[src/gfba_pkg.sv]
`default_nettype none
package gfba_pkg;

   // Fixed field widths of the channels
   localparam int BLOCK_W  = 10;
   localparam int COUNT_W  = 5;
   localparam int STATUS_W = 2;

   localparam int DEF_GROUP_SIZE   = 16;
   localparam int DEF_TOTAL_BLOCKS = 1024;
   localparam int DEF_MAX_RUN      = 16;

   localparam logic [STATUS_W-1:0] ST_OK       = 2'd0;
   localparam logic [STATUS_W-1:0] ST_NOT_OCC  = 2'd1;
   localparam logic [STATUS_W-1:0] ST_NO_SPACE = 2'd2;

   localparam logic FUNC_ALLOC   = 1'b0;
   localparam logic FUNC_RELEASE = 1'b1;

   typedef struct packed {
      logic                init_step;
      logic                take;
      logic                rel_free;
      logic                rel_push;
      logic                base_ld;
      logic                base_src;   // 0: released block, 1: cache entry
      logic                copy_step;
      logic                copy_fin;
      logic                pop;
      logic                load_step;
      logic                res_ld;
      logic [STATUS_W-1:0] res_status;
      logic                emit;
   } gfba_cmd_type;

   typedef struct packed {
      logic init_done;
      logic func;
      logic run_zero;
      logic range_bad;
      logic occ_bit;
      logic cnt_zero;
      logic cnt_one;
      logic cnt_full;
      logic copy_last;
      logic load_done;
      logic res_last;
      logic out_free;
   } gfba_stat_type;

endpackage
`default_nettype wire

[src/gfba_ctrl.sv]
`default_nettype none
module gfba_ctrl import gfba_pkg::*; (
   input  wire logic          clock,
   input  wire logic          reset,
   input  wire gfba_stat_type stat,
   input  wire logic          req_valid,
   output logic               req_ready,
   output gfba_cmd_type       cmd
);

   localparam logic [2:0] S_INIT  = 3'd0;
   localparam logic [2:0] S_IDLE  = 3'd1;
   localparam logic [2:0] S_DISP  = 3'd2;
   localparam logic [2:0] S_RDEC  = 3'd3;
   localparam logic [2:0] S_COPY  = 3'd4;
   localparam logic [2:0] S_ALLOC = 3'd5;
   localparam logic [2:0] S_LOAD  = 3'd6;
   localparam logic [2:0] S_EMIT  = 3'd7;

   logic [2:0] state_ff, state_in;

   assign req_ready = (state_ff == S_IDLE);

   always_comb begin
      state_in = state_ff;
      cmd      = '0;
      unique case (state_ff)
         S_INIT: begin
            cmd.init_step = !stat.init_done;
            if (stat.init_done) begin
               state_in = S_IDLE;
            end
         end
         S_IDLE: begin
            if (req_valid) begin
               cmd.take = 1'b1;
               state_in = S_DISP;
            end
         end
         S_DISP: begin
            if (stat.func == FUNC_RELEASE) begin
               state_in = S_RDEC;
            end else if (stat.run_zero) begin
               state_in = S_IDLE;
            end else begin
               state_in = S_ALLOC;
            end
         end
         S_RDEC: begin
            if (stat.range_bad || !stat.occ_bit) begin
               cmd.res_ld     = 1'b1;
               cmd.res_status = ST_NOT_OCC;
               state_in       = S_EMIT;
            end else begin
               cmd.rel_free = 1'b1;
               if (stat.cnt_zero || stat.cnt_full) begin
                  cmd.base_ld = 1'b1;
                  state_in    = S_COPY;
               end else begin
                  cmd.rel_push   = 1'b1;
                  cmd.res_ld     = 1'b1;
                  cmd.res_status = ST_OK;
                  state_in       = S_EMIT;
               end
            end
         end
         S_COPY: begin
            cmd.copy_step = 1'b1;
            if (stat.copy_last) begin
               cmd.copy_fin   = 1'b1;
               cmd.res_ld     = 1'b1;
               cmd.res_status = ST_OK;
               state_in       = S_EMIT;
            end
         end
         S_ALLOC: begin
            if (stat.cnt_zero) begin
               cmd.res_ld     = 1'b1;
               cmd.res_status = ST_NO_SPACE;
               state_in       = S_EMIT;
            end else begin
               cmd.pop = 1'b1;
               if (stat.cnt_one) begin
                  cmd.base_ld  = 1'b1;
                  cmd.base_src = 1'b1;
                  state_in     = S_LOAD;
               end else begin
                  state_in = S_EMIT;
               end
            end
         end
         S_LOAD: begin
            cmd.load_step = 1'b1;
            if (stat.load_done) begin
               state_in = S_EMIT;
            end
         end
         S_EMIT: begin
            if (stat.out_free) begin
               cmd.emit = 1'b1;
               state_in = stat.res_last ? S_IDLE : S_ALLOC;
            end
         end
         default: state_in = S_INIT;
      endcase
   end

   always_ff @(posedge clock) begin
      if (reset) begin
         state_ff <= S_INIT;
      end else begin
         state_ff <= state_in;
      end
   end

endmodule
`default_nettype wire

[config.mk]
export PLATFORM = sky130hd
export DESIGN_NAME = gfba_ctrl
export DESIGN_NICKNAME = d
export VERILOG_FILES = /design/src/gfba_pkg.sv /design/src/gfba_ctrl.sv
export SDC_FILE = /design/constraint.sdc
export NUM_CORES = 1
export LEC_CHECK = 0
export ABC_AREA = 1
export BUFFER_PORTS_ARGS = -buffer_cell sky130_fd_sc_hd__buf_2
export CORE_AREA = 2 2 39 41
export CTS_CLUSTER_DIAMETER = 50
export CTS_CLUSTER_SIZE = 30
export DETAILED_ROUTE_END_ITERATION = 10
export DIE_AREA = 0 0 41 43
export GPL_ROUTABILITY_DRIVEN = 0
export GPL_TIMING_DRIVEN = 0
export PLACE_DENSITY = 0.7
export RECOVER_POWER = 25
export SLEW_MARGIN = 20
export SYNTH_ARGS = -nofsm -noshare
export SYNTH_HDL_FRONTEND = slang
export SYNTH_SLANG_ARGS = --single-unit
[constraint.sdc]
create_clock -name clock -period 1.3 [get_ports clock]
set_input_delay 0.065 -clock clock [delete_from_list [all_inputs] [get_ports clock]]
set_output_delay 0.065 -clock clock [all_outputs]
set_load 0.005 [all_outputs]
## Yosys cells after proc, flatten, opt, wreduce, memory -nomap -nowiden

Index checks and enable logic that the tools add are counted.

- Word-level logic and storage cells: 55
- Output and inout bits: 15
- Flip-flop bits (word level): 3

- Equality and inequality tests: 12
- Reductions and logical operators: 6
- Muxes and demuxes: 36

Operators with widths:

| kind | number |
|---|---|
| 3-bit 2-to-1 mux | 15 |
| 3-bit case mux with 8 select lines | 1 |
| 1-bit 2-to-1 mux | 13 |
| 3-bit == test (second input constant) | 4 |
| 2-bit 2-to-1 mux | 5 |
| 2-bit != test (second input constant) | 5 |
| 3-bit case mux with 3 select lines | 1 |
| 3-bit by 2-bit == test with 1-bit output (second input constant) | 2 |
| 5-bit AND reduction | 1 |
| 3-bit by 1-bit == test with 1-bit output (second input constant) | 1 |
| 3-bit zero test | 1 |
| 1-bit zero test | 2 |
| 1-bit logical OR | 2 |
| 1-bit case mux with 2 select lines | 1 |

## Logic depth before layout (Yosys ltp)

- Word-level depth: 4
- Depth in mapped cells: 9
- Gate-level depth less buffers: 8

## Least setup slack after synthesis

OpenSTA, ideal clock, no wires.

- Path type: flip-flop to flip-flop
- Start: register state_ff[1]
- End: register state_ff[2]
- Path buffers: 1
- Stages on the path, launching flop included: 8
- Slack: 0.247 ns
- Library setup time: 0.122 ns
- Arrival: 0.930 ns
- Data required time: 1.178 ns
- Cell sequence: dfxtp_1 buf_6 nand2_1 nor2_2 inv_1 nand2_1 nor3_1 a21oi_1

- Longest elaborated chain between the ends: 3
- Elaborated cells on any way between the ends: 15
- Those cells by class: eq/ne: 12; mux: 1; reduce/logical: 2

RTL lines:

| item | line | text |
|---|---|---|
| from (decl) | gfba_ctrl.sv:20 | `logic [2:0] state_ff, state_in;` |
| from (signal assigned) | gfba_ctrl.sv:112 | `state_ff <= state_in;` |
| 3-bit by 1-bit == test with 1-bit output (tied with other cells) | gfba_ctrl.sv:27 | `unique case (state_ff)` |
| 2-bit != test (no line) | -- |  |
| 5-bit AND reduction (no line) | -- |  |

Parallel ways exist; a longest one is shown, timed or not.
A chain may end at the register's enable or synchronous reset.

==> reports/results.ini <==
[worst_hold_path]
hold_start = stat[2]
hp-class = in2reg

[layout]
final_nets = 136
antennaDiodeCount = 0
layout_common_cells = buf_2, inv_1, nor2_1
reg.largest.list = state_ff x3
largest_reg_flops = 3
fill_cells = 143
layout_commonest_cell = buf_2
syn2layout_area_growth_pct = 55.8
largest-register = state_ff
fin_util = 0.558
drive_gt1_frac = 0.500

[critical_path]
arrival_ns = 1.22
crit_chain = buf_8, nand2_2, nor2_4, inv_2, o22ai_2, buf_2
start_kind = flop
crit_family = buffers and inverters
endpoint_kind = output pin
required_ns = 1.24
cpPeakStageDelay_ns = 0.33
startpoint = state_ff[1]$_SDFFE_PP0P_
crit_buf_inv = 3
crit_path_top_delay_cell = dfxtp_2
crit_fanout = 6
worst-setup-path-type = reg2out
worst_r2r_startpoint = state_ff[1]$_SDFFE_PP0P_

[die]
core_area_sq_mm = 0.00138
dieArea_sq_mm = 0.00176
fp.dieH_um = 43
die_x_um = 41
initial_utilization = 0.358
io_pins = 30
rows = 14

[timing]
rsz0062_at_grt = yes
post-route-period-util = 0.985
slew_headroom = 0.841
setup_slack_ns = 0.0195
final_hold_viol_count = 0
holdWs_ns = 0.204
worst_pin_slew_ns = 0.236
setup_viol = 0
fin_worst_skew_ns = 0.00137
fin_crit_ns = 1.28
fin_tns_setup_ns = 0
slew_viol_final = 0
max_freq_ghz = 0.781

[clock_network]
cts_made_buffers = 3
clk_pin_slew_ns = 0.03
cts_tree = done
clk_latency_ns = 0.23
clock_path_buffers = 2
cts_sinks = 3
htreeDepth = 1
cts.root.buffer_cell = clkbuf_4

[power_and_ir_drop]
clockPowerShare = 0.121
cellInternalPower_uw = 700
switchingPower_uw = 652
cellLeakagePower_nw = 0.480
comb_power_share = 0.762
seqPwrFrac = 0.117
vdd_drop_max_uv = 774
p_per_area_mw_per_mm2 = 1750
swShare = 0.482

[place]
io_buffers = 29
dp_slack_ns = 0.0928
hpwl_um = 977

[status]
status = completed

[yosys]
synth_mux_area_frac = 0
ys_ff_latch = 3
synth_compound_area_frac = 0.0934
synth_area_per_cell_sq_um = 5.97
synth-simple-area-share = 0.568
yosysUniqueCellTypes = 23
synth_fp_nets = 98
ys.warnings.count = 0
synthAdderAreaFrac = 0
synth_seq_area_share = 0.121
syn_area_sq_um = 495
synth_cells = 83
synth_xor_area_frac = 0
synth_top_family_by_area = simple AND/OR/NAND/NOR gates

[grt]
grt_pass1_wl_mm = 2.07
grt_overflow = 0
grt_use_total = 0.163
antenna_found_initial = 0
grt_pass1_vias = 558
grt_max_degree = 11

[drt]
first_pass_iters = 4
routed-wl-met3_um = 32
antenna_left = 0
highest_layer = met4
routedWlPerCell_um = 9.21
vias = 628
drt_iter0_drc = 15
vias_per_cell = 4.62
route.met2.wl_um = 656
wl_met1_um = 555
drc = 0
routed_wl_mm = 1.25

[run]
drv_cap = 0

[cell families (layout without fill, tap and decap cells)]
family	Yosys count	count (layout)
AOI/OAI and AO/OA	7	7
and+or+nand+nor	51	51
buffers and inverters	22	59
DFF	3	3
[through the flow]
step | cells | instance area [sq um] | power [mW]
after CTS | 135 | 712 | 1.24
after global placement | 128 | 661 | 1.01
final | 136 | 772 | 1.35
after global routing | 136 | 772 | 1.48
after detailed placement | 128 | 661 | 1.03
after floorplan | 83 | 495 | 0.833
[power groups by stage]
| stage | combinational [mW] | sequential (mW) | clock (mW) |
|---|---|---|---|
| 2_1_floorplan | 0.685 | 0.148 | 0 |
| 3_3_place_gp | 0.865 | 0.149 | 0 |
| 3_5_place_dp | 0.875 | 0.151 | 0 |
| 4_1_cts | 0.922 | 0.150 | 0.169 |
| 5_1_grt | 1.14 | 0.162 | 0.174 |
| 6_report | 1.03 | 0.159 | 0.163 |
[final timing paths]
| kind | endpoint | slack, ns | cells past startpoint |
|---|---|---|---|
| worst min-delay path | state_ff[1]$_SDFFE_PP0P_ | 0.20 | 4 |
| worst max register to register | state_ff[0]$_SDFFE_PP0P_ | 0.04 | 10 |
| worst max-delay path | cmd[9] | 0.02 | 6 |
| worst min register to register | state_ff[2]$_SDFFE_PP0P_ | 0.79 | 5 |
[cell type report]
type	count	area, sq um	share of cell area
plain buffers	3	37.5	0.0486
clock buffers	4	26.3	0.0340
inverters	19	73.8	0.0956
multi-input cells	58	372	0.481
flip-flops and latches	3	61.3	0.0794
well taps	16	20.0	0.0259
repair buffers	33	181	0.235
[what timing repair did]
| action | in CTS | in global routing |
|---|---|---|
| cloned | 0 | 0 |
| hold buffers | 1 | 0 |
| resized for setup | 0 | 15 |
| buffers inserted | 2 | 1 |
| pin swaps | 0 | 7 |
| hold endpoints to repair | 1 | 0 |
| endpoints found under the setup margin | 3 | 5 |
[worst register-to-register path, stage by stage (launching register included)]
cell and delay [ns]:
dfxtp_2 0.32, buf_8 0.14, buf_6 0.13, nand2_4 0.07
nor2_4 0.04, nand2_2 0.07, nand2_2 0.06, nor2_4 0.12
nand2_1 0.06, nor2_1 0.11, nor2_1 0.05
[per-layer routing]
| metal | track usage | vias to the layer above |
|---|---|---|
| li1 | - | 331 |
| met1 | 0.203 | 285 |
| met2 | 0.272 | 10 |
| met3 | 0.0314 | 2 |
| met4 | 0.0400 | 0 |
| met5 | 0 | - |
[Yosys cell counts, drive strengths merged]
cell type | instances | share of area
a21oi | 3 | 0.038
buf | 3 | 0.068
dfxtp | 3 | 0.12
inv | 19 | 0.15
nand2 | 18 | 0.16
nand3 | 9 | 0.10
nand3b | 1 | 0.040
nand4 | 3 | 0.038
nor2 | 17 | 0.20
nor3 | 3 | 0.030
o21ai | 1 | 0.010
o21bai | 1 | 0.015
o221ai | 1 | 0.018
o22ai | 1 | 0.013
Power figures use the tool's default switching activity.
